## config.mk

```make
export PLATFORM = sky130hd
export DESIGN_NAME = rvalu_seq
export DESIGN_NICKNAME = d
export VERILOG_FILES = /design/src/hdl/rvalu_pkg.sv /design/src/hdl/rvalu_ctrl.sv /design/src/hdl/rvalu_seq.sv
export SDC_FILE = /design/constraint.sdc
export NUM_CORES = 1
export LEC_CHECK = 0
export BUFFER_PORTS_ARGS = -buffer_cell sky130_fd_sc_hd__buf_2
export CAP_MARGIN = 20
export CORE_AREA = 2 2 39 41
export DETAILED_ROUTE_END_ITERATION = 10
export DIE_AREA = 0 0 41 43
export PLACE_DENSITY = 0.5
export SYNTH_ARGS = -nofsm -noshare
export SYNTH_HDL_FRONTEND = slang
export SYNTH_SLANG_ARGS = --single-unit
```

## constraint.sdc

```tcl
create_clock -name clk_i -period 1.4 [get_ports clk_i]
set_clock_uncertainty 0.1 [all_clocks]
set_input_delay 0.14 -clock clk_i [delete_from_list [all_inputs] [get_ports clk_i]]
set_output_delay 0.14 -clock clk_i [all_outputs]
set_load 0.02 [all_outputs]
```

## src/hdl/rvalu_pkg.sv

```systemverilog
// Package with operation codes, controller state and command/status types for the ALU.
`default_nettype none
package rvalu_pkg;
  localparam int unsigned XlenDefault = 64;
  localparam int unsigned RegCountDefault = 32;
  localparam int unsigned CmdWidth = 4;
  localparam int unsigned IdxWidth = 5;

  typedef enum logic [3:0] {
    OP_ADD   = 4'd0,
    OP_SUB   = 4'd1,
    OP_XOR   = 4'd2,
    OP_OR    = 4'd3,
    OP_AND   = 4'd4,
    OP_MUL   = 4'd5,
    OP_MULH  = 4'd6,
    OP_MULHU = 4'd7,
    OP_REMUW = 4'd8,
    OP_LOAD  = 4'd9
  } op_e;

  typedef enum logic [4:0] {
    ST_IDLE  = 5'b00001,
    ST_READ  = 5'b00010,
    ST_ITER  = 5'b00100,
    ST_FIX   = 5'b01000,
    ST_OUT   = 5'b10000
  } state_e;

  // Controller to datapath.
  typedef struct packed {
    logic capture;  // latch the request
    logic read;     // register file read data is valid, load operands
    logic step;     // one iteration of the multiply or divide unit
    logic finish;   // form the result and write back
  } dp_cmd_t;

  // Datapath to controller.
  typedef struct packed {
    logic iterative;  // the latched operation uses the shift unit
    logic last;       // the current iteration is the final one
  } dp_stat_t;
endpackage
`default_nettype wire

```

## src/hdl/rvalu_ctrl.sv

```systemverilog
// Controller state machine that sequences capture, read, iteration and result.
`default_nettype none
module rvalu_ctrl (
  input  wire logic                 clk_i,
  input  wire logic                 rst_ni,
  input  wire logic                 in_valid_i,
  output logic                      in_ready_o,
  output logic                      out_valid_o,
  input  wire logic                 out_ready_i,
  output rvalu_pkg::dp_cmd_t        cmd_o,
  input  wire rvalu_pkg::dp_stat_t  stat_i
);
  import rvalu_pkg::*;

  state_e state_q, state_d;

  assign in_ready_o = (state_q == ST_IDLE);
  assign out_valid_o = (state_q == ST_OUT);

  always_comb begin
    state_d = state_q;
    cmd_o = '0;
    unique case (state_q)
      ST_IDLE: begin
        if (in_valid_i) begin
          cmd_o.capture = 1'b1;
          state_d = ST_READ;
        end
      end
      ST_READ: begin
        // Register file data for the latched sources lands at this edge.
        state_d = ST_ITER;
      end
      ST_ITER: begin
        cmd_o.read = 1'b1;
        state_d = stat_i.iterative ? ST_FIX : ST_OUT;
        if (!stat_i.iterative) begin
          cmd_o.finish = 1'b1;
        end
      end
      ST_FIX: begin
        cmd_o.step = 1'b1;
        if (stat_i.last) begin
          state_d = ST_OUT;
        end
      end
      ST_OUT: begin
        if (out_ready_i) begin
          state_d = ST_IDLE;
        end
      end
      default: state_d = ST_IDLE;
    endcase
  end

  always_ff @(posedge clk_i or negedge rst_ni) begin
    if (!rst_ni) begin
      state_q <= ST_IDLE;
    end else begin
      state_q <= state_d;
    end
  end
endmodule
`default_nettype wire

```

## src/hdl/rvalu_seq.sv

```systemverilog
// Result stage: runs the finishing cycle after the iterative unit and holds the output.
`default_nettype none
module rvalu_seq (
  input  wire logic                clk_i,
  input  wire logic                rst_ni,
  input  wire logic                in_valid_i,
  output logic                     in_ready_o,
  output logic                     out_valid_o,
  input  wire logic                out_ready_i,
  output rvalu_pkg::dp_cmd_t       cmd_o,
  input  wire rvalu_pkg::dp_stat_t stat_i
);
  import rvalu_pkg::*;

  // Tracks whether an iterative request has finished its steps and needs its finish pass.
  logic pend_q;
  rvalu_pkg::dp_cmd_t ctrl_cmd;
  logic ctrl_out_valid;
  logic ctrl_out_ready;

  // The result is held back from the output during the finish pass.
  assign ctrl_out_ready = out_ready_i && !pend_q;

  rvalu_ctrl u_ctrl (
    .clk_i       (clk_i),
    .rst_ni      (rst_ni),
    .in_valid_i  (in_valid_i),
    .in_ready_o  (in_ready_o),
    .out_valid_o (ctrl_out_valid),
    .out_ready_i (ctrl_out_ready),
    .cmd_o       (ctrl_cmd),
    .stat_i      (stat_i)
  );

  always_comb begin
    cmd_o = ctrl_cmd;
    // The cycle after the last step forms the result and writes it back.
    if (pend_q) begin
      cmd_o.finish = 1'b1;
    end
  end

  always_ff @(posedge clk_i or negedge rst_ni) begin
    if (!rst_ni) begin
      pend_q <= 1'b0;
    end else begin
      pend_q <= ctrl_cmd.step && stat_i.last;
    end
  end

  assign out_valid_o = ctrl_out_valid && !pend_q;
endmodule
`default_nettype wire

```

==> results.yml <==
outcome:
  outcome: "complete, but fails checks"
  violations: "setup timing"
min_path:
  holdCritStartpoint: "stat_i[0]"
  whs_path_depth: 2
  hold_class: "in -> reg"
  whs_endpoint: "pend_q"
synth:
  yosys.cell_types.count: 24
  synth_cells: 37
  synthesis.area_um2: 369.1
  yosys.area.top_type_share_pct: 33.90
  synth.area.top_cells: "dfrtp_1 34%, dfstp_2 7.1%, or3_4 6.1%"
  synth.net_count: 43
  ys_seq_area_share_pct: 41.02
  avgSynthCellArea_um2: 9.976
  yosysWarnings: 0
  synth_top_area_cell: "dfrtp_1"
  ys_ff_latch: 6
grt:
  grt_pass1_vias: 402
  antenna_found_initial: 0
  grt_usage_pct: 13.97
  grt_remaining_overflow: 0
  grt_max_degree: 7
  grt_pass1_wl_um: 1587
sta:
  timing.final.hold_violations: 0
  slew_violations: 0
  whs_ps: 71.73
  fin_crit_sh_pct: 122.3
  setup_violations: 9
  max_clock_freq_ghz: 0.5839
  layout_min_cycle_time_ps: 1713
  worstMarginPinSlew_ps: 338.2
  rsz0062_at_grt: "yes"
  slew_headroom_pct: 77.13
  post-route-worst-setup-slack_ps: -312.6
setup_path:
  setup.worst_path.start_class: "flop"
  crit_type: "reg -> out"
  rr_startpoint: "u_ctrl.state_q[1]"
  critical_path.max_stage_delay_ps: 400
  critPathRequiredTime_ps: 1160
  crit_slowest_cell: "or3_4"
  critPathArrivalTime_ps: 1470
  critPathCaptureType: "output pin"
  cp_max_fo: 2
  crit_chain: "or3_4 -> nor3b_4 -> and2_4 -> buf_6"
  rr_endpoint: "u_ctrl.state_q[4]"
  reg2reg_slack_ps: -130
  reg2reg_depth: 4
power_and_ir_drop:
  power.density_nw_per_um2: 1934
  totalPowerFinal_uw: 1406
  leakage_uw: 0.0003385
  peakVddDrop_mv: 0.6941
cells_and_area:
  n_fill_cell: 129
  drive_gt1_share_pct: 68.18
  multi_input_comb_area_um2: 306.5
  antenna_cells: 0
  regArea_um2: 151.4
  layout.nets: 73
  syn2layout_area_growth_pct: 96.95
floorplanning:
  die_area_um2: 1763
  fp.dieW_um: 41
  die_h_um: 43
  start_util_pct: 26.67
  boundaryPins: 12
  rows: 14
  coreArea_um2: 1384
placement:
  place_ws_ps: -120.5
  place_hpwl_um: 645.8
  routabilityCongestion: 0.7157
  io_buffers: 11
clocking:
  cts_max_level: 1
  root_buffer: "clkbuf_4"
  clock_sinks: 6
  path_clk_slew_ps: 50
  tritoncts: "yes"
  numCtsBuffers: 3
  clk_latency_ps: 240
  clk_path_buf_depth: 2
drt:
  first_pass_iters: 2
  ant_nets: 0
  drc: 0
  vias: 391
  drt-total-wl_um: 938
  wl_per_cell_um: 11.44
  viasPerCell: 4.768
  drt_iter0_drc: 1
job:
  max_cap_viol_count: 0
[synthesized netlist by cell type (all sizes together)]
cell    n
dfrtp   5
nor2    5
and2    3
nand2b  2
nor3b   2
o31ai   2
or3     2
a211oi  1
a21o    1
a21oi   1
a221o   1
and2b   1
and4    1
dfstp   1
inv     1
nand3   1
nand4   1
nor2b   1
nor3    1
nor4b   1
o21a    1
or2b    1
xor2    1
[final cells by class]
type	count	area share, %
clock buffers	4	3.614
inverters	1	0.5164
multi-input cells	30	42.17
flip-flops and latches	6	20.83
well taps	16	2.754
repair buffers	25	30.12
[registers in the layout, indices dropped and copies added (netlist names)]
signal and count:
pend_q 1, u_ctrl.state_q 5
[cells by family after synthesis]
family | count (synthesis) | synth area share, %
XOR/XNOR | 1 | 2.373
flip-flops | 6 | 41.02
AND/OR/NAND/NOR | 22 | 41.36
AO/OA/AOI/OAI | 7 | 14.24
buffers and inverters | 1 | 1.016
[cells in the final DEF, fill, tap and decap left out, types with 2 or more instances in the layout]
| cell type | n |
|---|---|
| buf_4 | 8 |
| and2_4 | 2 |
| nand2b_1 | 2 |
| or3_4 | 2 |
| clkbuf_4 | 3 |
| buf_6 | 11 |
| nor2_4 | 4 |
| buf_2 | 5 |
| dfrtp_1 | 5 |
[stage by stage]
step / cells / instance area [um^2] / util [%] / setup TNS, ps
2_1_floorplan: 37 / 406.6 / - / -374.3
3_3_place_gp: 71 / 534.3 / 38.61 / -484.4
3_5_place_dp: 71 / 534.3 / 38.61 / -471.6
4_1_cts: 80 / 691.9 / 50.00 / -1683
5_1_grt: 82 / 726.9 / 52.53 / -2278
6_report: 82 / 726.9 / 52.53 / -1741
[how the worst max path moves through the flow]
stage	startpoint	to	slack, ps	cells past startpoint
final	u_ctrl.state_q[3]	cmd_o[3]	-310	4
after global routing	u_ctrl.state_q[3]	cmd_o[3]	-370	4
after CTS	u_ctrl.state_q[3]	cmd_o[3]	-320	4
after floorplan	u_ctrl.state_q[2]	cmd_o[3]	-210	3
after global placement	u_ctrl.state_q[2]	cmd_o[3]	-110	4
after detailed placement	u_ctrl.state_q[2]	cmd_o[3]	-120	4
[routing by layer]
metal	part of all wire (%)	global-route usage, %	routed length (um)
met1	40	16.50	374
met2	57	20.94	536
met3	1.5	1.571	14
met4	1.3	12.00	12
met5	0	0	0
[critical path: cells and delay by family, from the launching register on]
| kind | cells | cell delay [ps] |
|---|---|---|
| simple gates | 3 | 750 |
| flops | 1 | 370 |
| buf+inv | 1 | 100 |
[power breakdown]
part / switching [uW] / internal, uW
Sequential: 27.5 / 225
Combinational: 416 / 571
Clock: 57.8 / 108
Total: 502 / 904
[what timing repair did]
| action | in CTS | in global routing |
|---|---|---|
| gates resized for setup | 25 | 5 |
| pin swaps | 10 | 8 |
| gates cloned | 0 | 0 |
| setup buffers | 4 | 2 |
| hold buffers | 1 | 0 |
| endpoints found under the setup margin | 10 | 11 |
| hold endpoints to repair | 6 | 0 |
Power figures use the tool's default switching activity.
