<file path="src/hdl/rvalu_pkg.sv">
// Package with operation codes, controller state and command/status types for the ALU.
`default_nettype none
package rvalu_pkg;
  localparam int unsigned XlenDefault = 64;
  localparam int unsigned RegCountDefault = 32;
  localparam int unsigned CmdWidth = 4;
  localparam int unsigned IdxWidth = 5;

  typedef enum logic [3:0] {
    OP_ADD   = 4'd0,
    OP_SUB   = 4'd1,
    OP_XOR   = 4'd2,
    OP_OR    = 4'd3,
    OP_AND   = 4'd4,
    OP_MUL   = 4'd5,
    OP_MULH  = 4'd6,
    OP_MULHU = 4'd7,
    OP_REMUW = 4'd8,
    OP_LOAD  = 4'd9
  } op_e;

  typedef enum logic [4:0] {
    ST_IDLE  = 5'b00001,
    ST_READ  = 5'b00010,
    ST_ITER  = 5'b00100,
    ST_FIX   = 5'b01000,
    ST_OUT   = 5'b10000
  } state_e;

  // Controller to datapath.
  typedef struct packed {
    logic capture;  // latch the request
    logic read;     // register file read data is valid, load operands
    logic step;     // one iteration of the multiply or divide unit
    logic finish;   // form the result and write back
  } dp_cmd_t;

  // Datapath to controller.
  typedef struct packed {
    logic iterative;  // the latched operation uses the shift unit
    logic last;       // the current iteration is the final one
  } dp_stat_t;
endpackage
`default_nettype wire

</file>
<file path="src/hdl/rvalu_datapath.sv">
// Datapath: register file, operand registers and the shared shift-add/subtract unit.
`default_nettype none
module rvalu_datapath #(
  parameter int unsigned Xlen = rvalu_pkg::XlenDefault,
  parameter int unsigned RegCount = rvalu_pkg::RegCountDefault
) (
  input  wire logic                          clk_i,
  input  wire logic                          rst_ni,
  input  wire rvalu_pkg::dp_cmd_t            cmd_i,
  output rvalu_pkg::dp_stat_t                stat_o,
  input  wire logic [rvalu_pkg::CmdWidth-1:0] op_i,
  input  wire logic [rvalu_pkg::IdxWidth-1:0] src1_index_i,
  input  wire logic [rvalu_pkg::IdxWidth-1:0] src2_index_i,
  input  wire logic [rvalu_pkg::IdxWidth-1:0] dest_index_i,
  input  wire logic [Xlen-1:0]               load_value_i,
  output logic [Xlen-1:0]                    result_value_o,
  output logic                               status_o
);
  import rvalu_pkg::*;

  localparam int unsigned CntWidth = $clog2(Xlen);
  localparam int unsigned Half = Xlen / 2;
  localparam logic [IdxWidth:0] RegLimit = (IdxWidth + 1)'(RegCount);

  logic [Xlen-1:0] rf_q [RegCount];
  logic [RegCount-1:0] vld_q;
  logic [Xlen-1:0] rd1_q, rd2_q;

  logic [CmdWidth-1:0] op_q;
  logic [IdxWidth-1:0] s1_q, s2_q, dst_q;
  logic [Xlen-1:0] ld_q;

  logic [Xlen-1:0] a_q, b_q;      // multiplicand / divisor
  logic [Xlen-1:0] hi_q, lo_q;    // product high/low or remainder/quotient
  logic [CntWidth-1:0] cnt_q;
  logic [Xlen-1:0] res_q;
  logic status_q;

  logic is_div, is_mul;
  logic [Xlen:0] add_sum;
  logic [Half:0] div_trial;
  logic [Half-1:0] div_rem;
  logic [Xlen-1:0] fin;
  logic ok;
  logic [Xlen-1:0] op1, op2;

  assign is_mul = (op_q == OP_MUL) || (op_q == OP_MULH) || (op_q == OP_MULHU);
  assign is_div = (op_q == OP_REMUW);
  assign stat_o.iterative = is_mul || is_div;
  assign stat_o.last = is_div ? (cnt_q == CntWidth'(Half - 1))
                              : (cnt_q == CntWidth'(Xlen - 1));

  // Source read: entry zero, out-of-range and never-written entries read zero.
  always_ff @(posedge clk_i) begin
    rd1_q <= ({1'b0, s1_q} < RegLimit && vld_q[s1_q[$clog2(RegCount)-1:0]])
             ? rf_q[s1_q[$clog2(RegCount)-1:0]] : '0;
    rd2_q <= ({1'b0, s2_q} < RegLimit && vld_q[s2_q[$clog2(RegCount)-1:0]])
             ? rf_q[s2_q[$clog2(RegCount)-1:0]] : '0;
  end

  // Unsigned shift-add multiply: one multiplier bit per step.
  assign add_sum = {1'b0, hi_q} + (lo_q[0] ? {1'b0, a_q} : '0);
  // Restoring divide on the low half: remainder in hi_q, dividend bits in lo_q.
  assign div_trial = {hi_q[Half-1:0], lo_q[Half-1]} - {1'b0, b_q[Half-1:0]};
  assign div_rem = div_trial[Half] ? {hi_q[Half-2:0], lo_q[Half-1]} : div_trial[Half-1:0];

  assign op1 = rd1_q;
  assign op2 = rd2_q;

  always_comb begin
    ok = 1'b1;
    fin = '0;
    unique case (op_q)
      OP_ADD:   fin = op1 + op2;
      OP_SUB:   fin = op1 - op2;
      OP_XOR:   fin = op1 ^ op2;
      OP_OR:    fin = op1 | op2;
      OP_AND:   fin = op1 & op2;
      OP_MUL:   fin = lo_q;
      OP_MULH:  fin = hi_q - (op1[Xlen-1] ? op2 : '0) - (op2[Xlen-1] ? op1 : '0);
      OP_MULHU: fin = hi_q;
      OP_REMUW: begin
        if (op2[Half-1:0] == '0) begin
          fin = {{Half{op1[Half-1]}}, op1[Half-1:0]};
        end else begin
          fin = {{Half{hi_q[Half-1]}}, hi_q[Half-1:0]};
        end
      end
      OP_LOAD:  fin = ld_q;
      default:  ok = 1'b0;
    endcase
  end

  always_ff @(posedge clk_i) begin
    if (cmd_i.capture) begin
      op_q <= op_i;
      s1_q <= src1_index_i;
      s2_q <= src2_index_i;
      dst_q <= dest_index_i;
      ld_q <= load_value_i;
    end
    if (cmd_i.read) begin
      a_q <= rd1_q;
      b_q <= rd2_q;
      hi_q <= '0;
      lo_q <= is_div ? {{Half{1'b0}}, rd1_q[Half-1:0]} : rd2_q;
    end else if (cmd_i.step) begin
      if (is_div) begin
        hi_q <= {{Half{1'b0}}, div_rem};
        lo_q <= {lo_q[Xlen-2:0], 1'b0};
      end else begin
        hi_q <= add_sum[Xlen:1];
        lo_q <= {add_sum[0], lo_q[Xlen-1:1]};
      end
    end
    if (cmd_i.finish) begin
      res_q <= ok ? fin : '0;
      status_q <= ~ok;
    end
  end

  always_ff @(posedge clk_i or negedge rst_ni) begin
    if (!rst_ni) begin
      cnt_q <= '0;
    end else if (cmd_i.read) begin
      cnt_q <= '0;
    end else if (cmd_i.step) begin
      cnt_q <= cnt_q + 1'b1;
    end
  end

  // Register file write; valid bits stand in for the reset clear.
  always_ff @(posedge clk_i) begin
    if (cmd_i.finish && ok && dst_q != '0 && {1'b0, dst_q} < RegLimit) begin
      rf_q[dst_q[$clog2(RegCount)-1:0]] <= fin;
    end
  end

  always_ff @(posedge clk_i or negedge rst_ni) begin
    if (!rst_ni) begin
      vld_q <= '0;
    end else if (cmd_i.finish && ok && dst_q != '0 && {1'b0, dst_q} < RegLimit) begin
      vld_q[dst_q[$clog2(RegCount)-1:0]] <= 1'b1;
    end
  end

  assign result_value_o = res_q;
  assign status_o = status_q;
endmodule
`default_nettype wire

</file>
<file path="config.mk">
export PLATFORM = sky130hd
export DESIGN_NAME = rvalu_datapath
export DESIGN_NICKNAME = d
export VERILOG_FILES = /design/src/hdl/rvalu_pkg.sv /design/src/hdl/rvalu_datapath.sv
export SDC_FILE = /design/constraint.sdc
export NUM_CORES = 2
export LEC_CHECK = 0
export BUFFER_PORTS_ARGS = -buffer_cell sky130_fd_sc_hd__buf_2
export CORE_ASPECT_RATIO = 0.7
export CORE_UTILIZATION = 55
export CTS_BUF_LIST = sky130_fd_sc_hd__clkbuf_8
export CTS_CLUSTER_SIZE = 40
export DETAILED_ROUTE_END_ITERATION = 12
export PLACE_DENSITY = 0.78
export SLEW_MARGIN = 5
export SYNTH_ARGS = -nofsm -noshare
export SYNTH_HDL_FRONTEND = slang
export SYNTH_SLANG_ARGS = --single-unit
</file>
<file path="constraint.sdc">
create_clock -name clk_i -period 7.5 [get_ports clk_i]
set_input_delay 2.25 -clock clk_i [delete_from_list [all_inputs] [get_ports clk_i]]
set_output_delay 2.25 -clock clk_i [all_outputs]
set_load 0.01 [all_outputs]
</file>
==> qor.yml <==
pwr:
  seqPwrFrac: 0.434
  pwr-share-comb: 0.312
  p_leak_uw: 0.0513
  power_uw: 43700
  swShare: 0.358
  clockPowerShare: 0.253
  power_density_nw_per_um2: 297
  power.switching_uw: 15600
  ir_worst_vdd_uv: 204
  internal_power_uw: 28100
cells_and_area:
  drive_gt1_frac: 0.266
  nFillCells: 17300
  regArea_sq_um: 75500
  stdcell_area_sq_um: 147000
  fin_util: 0.608
  layout_common_cells: "edfxtp_1, mux4_2, inv_1"
  instances_no_fill: 12200
  layout_commonest_cell: "edfxtp_1"
  nets: 9225
  multi_input_area_sq_um: 55600
  areaGrowthSynthToFinish_pct: 9.87
yosys:
  synthArstFlopShare: 0.0147
  yosysSeqAreaShare: 0.564
  ys_types: 99
  yosysWarnings: 0
  synth_seq_cells: 2586
  synth_area_sq_um: 134000
  yosys_most_used_dff: "edfxtp_1"
  syn_area_per_cell_sq_um: 15.9
  synth.top_cell.area_share: 0.528
  synthTopCellsByArea: "edfxtp_1, mux4_2, ha_1, dfxtp_1, mux2i_1"
  synth_largest_area_cell: "edfxtp_1"
  synth_edf_count: 2356
  syn_inst: 8411
drt:
  dr.pass1.iters: 6
  remaining_drc_errors: 0
  drt-total-wl_microns: 433000
  via_per_inst: 7.21
  antenna_left: 0
  vias: 88200
  avgRoutedWirePerCell_microns: 35.4
  drtIter0Drc: 14700
outcome:
  status: "finished, final reports clean"
setup_path:
  cp_num_buf_inv: 2
  cpPeakStageDelay_ns: 0.92
  crit_chain: "inv_1, ha_1, and3_1, nand2_1, or4_1, nor4_1, buf_4, and4_2, nor2b_1, nor2_1, xnor2_1, ha_1, and3_1, nand2_1, nor3_1, nand2b_1, a21o_1, a21oi_1, a31o_2, a221oi_2, xnor2_1, a221o_1"
  critical_path_class: "reg2reg"
  worstPathRequired_ns: 8.13
  critPathCaptureType: "register"
  critical_path.max_fanout: 32
  start_kind: "register"
  ff2ff_setup_slack_ns: 0.29
  crit_arrival_ns: 7.84
  cp_slowest_cell: "a221o_1"
  critPathTopFamily: "simple AND/OR/NAND/NOR gates"
timing:
  finalClockSkew_ns: 0.0484
  slew_headroom: 0.0876
  fin_crit_sh: 0.962
  final-hold-violation-count: 0
  tightest_slew_ns: 1.37
  rsz0062_at_grt: "false"
  finalMaxSlewViolations: 0
  setup_viol: 0
  fin_crit_ns: 7.21
  fin_tns_setup_ns: 0
  max_freq_ghz: 0.139
clock_network:
  clkTransAtPathRegs_ns: 0.06
  holdBufCountCts: 0
  insertion_delay_ns: 1.01
  cts_num_sinks: 2586
  cts_buffer_depth: 4
  cts_inserted_buffers: 379
  cts_max_level: 5
  postCtsSetupRepairBufs: 0
  ctsResizeCount: 0
  cts_root_buf: "clkbuf_8"
  cts_tree: "yes"
hold_path:
  hp-class: "reg2reg"
place:
  io_buffers: 155
  dp_hpwl_microns: 279000
  place.gp.congestion: 1.00
  dpl_cell_area_sq_um: 140000
  placed_cells: 11500
global_route:
  grt_overflow: 0
  grt_pass1_vias: 85700
  grt_max_degree: 121
  grt_usage: 0.351
  grt_pass1_wl_microns: 614000
  antenna_found_initial: 17
flow_run:
  drv_cap: 0
die:
  initial_utilization: 0.553
  die_h_microns: 415
  ios: 156
  core_area_sq_um: 242000
  rows: 151
  die-area_sq_um: 246000
  die_x_microns: 592
==> Yosys cell counts (40+ instances only) <==
cell	count
ha_1	354
fa_1	66
clkbuf_1	403
nand4_1	69
dfxtp_1	192
nor3_1	64
buf_1	118
and2_1	75
nand2_1	322
a21oi_1	340
a21o_1	111
a221oi_1	67
xnor2_1	180
o22ai_1	42
nor2_1	482
inv_1	405
a22oi_1	48
mux2i_1	204
nand3_1	98
or2_2	40
xor2_1	85
mux4_2	1330
a31oi_1	44
edfxtp_1	2356
o21ai_0	344
==> power groups by stage <==
stage | sequential [uW] | combinational, uW | clock [uW]
2_1_floorplan | 18700 | 8670 | 0
3_3_place_gp | 19200 | 13100 | 0
3_5_place_dp | 19200 | 13200 | 0
4_1_cts | 18900 | 13200 | 11100
5_1_grt | 19000 | 14400 | 11700
6_report | 19000 | 13700 | 11100
==> path summary, 6_finish.rpt <==
| check | startpoint | endpoint | cells past startpoint |
|---|---|---|---|
| setup / recovery | op2[0] | rf_q[18][57] | 22 |
| hold / removal | vld_q[0] | vld_q[0] | 0 |
| setup reg to reg | op2[0] | rf_q[18][57] | 22 |
| hold reg to reg | vld_q[0] | vld_q[0] | 0 |
| max in group asynchronous | rst_ni | vld_q[30] | 1 |
| min in group asynchronous | rst_ni | cnt_q[1] | 1 |
==> cell type report <==
type / instances / share of cell area
flip-flops and latches: 2586 / 0.513
multi-input cells: 4942 / 0.378
clock buffers: 406 / 0.0380
well taps: 3213 / 0.0273
repair buffers: 400 / 0.0225
inverters: 407 / 0.0104
clock inverters: 272 / 0.0103
diodes: 10 / 0.000170
==> sequential cells by signal (all words and copies together) (netlist names) <==
| signal | flops |
|---|---|
| rf_q | 2048 |
| a_q | 64 |
| hi_q | 64 |
| ld_q | 64 |
| lo_q | 64 |
| op1 | 64 |
| op2 | 64 |
| result_value_o | 64 |
| b_q | 32 |
| vld_q | 32 |
| cnt_q | 6 |
| dst_q | 5 |
| s1_q | 5 |
| s2_q | 5 |
| op_q | 4 |
| status_o | 1 |
==> cell families (layout without fill, tap and decap cells) <==
kind of cell             Yosys count  count (layout)  synth area share
multiplexers                    1536            1536             0.239
AO/OA/AOI/OAI                   1344            1344            0.0640
XOR/XNOR                         266             266            0.0174
buffers and inverters            946            1485            0.0267
AND/OR/NAND/NOR                 1312            1312            0.0458
other                              1              74         0.0000280
adder cells (fa/ha/maj)          420             420            0.0429
flip-flops                      2586            2586             0.564
==> layer usage <==
metal,wire length [microns],vias to the layer above,GRT usage,share of wire
li1,-,34700,-,-
met1,162000,45100,0.505,0.37
met2,188000,7323,0.502,0.44
met3,60400,1092,0.0976,0.14
met4,22200,8,0.152,0.051
met5,54,-,0.00156,0.00012
==> per-stage QoR <==
step                      hold WS [ns]  setup slack (ns)
after global routing             0.433            0.0957
after floorplan                  0.441              1.45
after detailed placement         0.386             0.609
after CTS                        0.420             0.608
after global placement           0.381             0.702
final                            0.412             0.286
No activity file was read; power rests on OpenSTA's default activity.
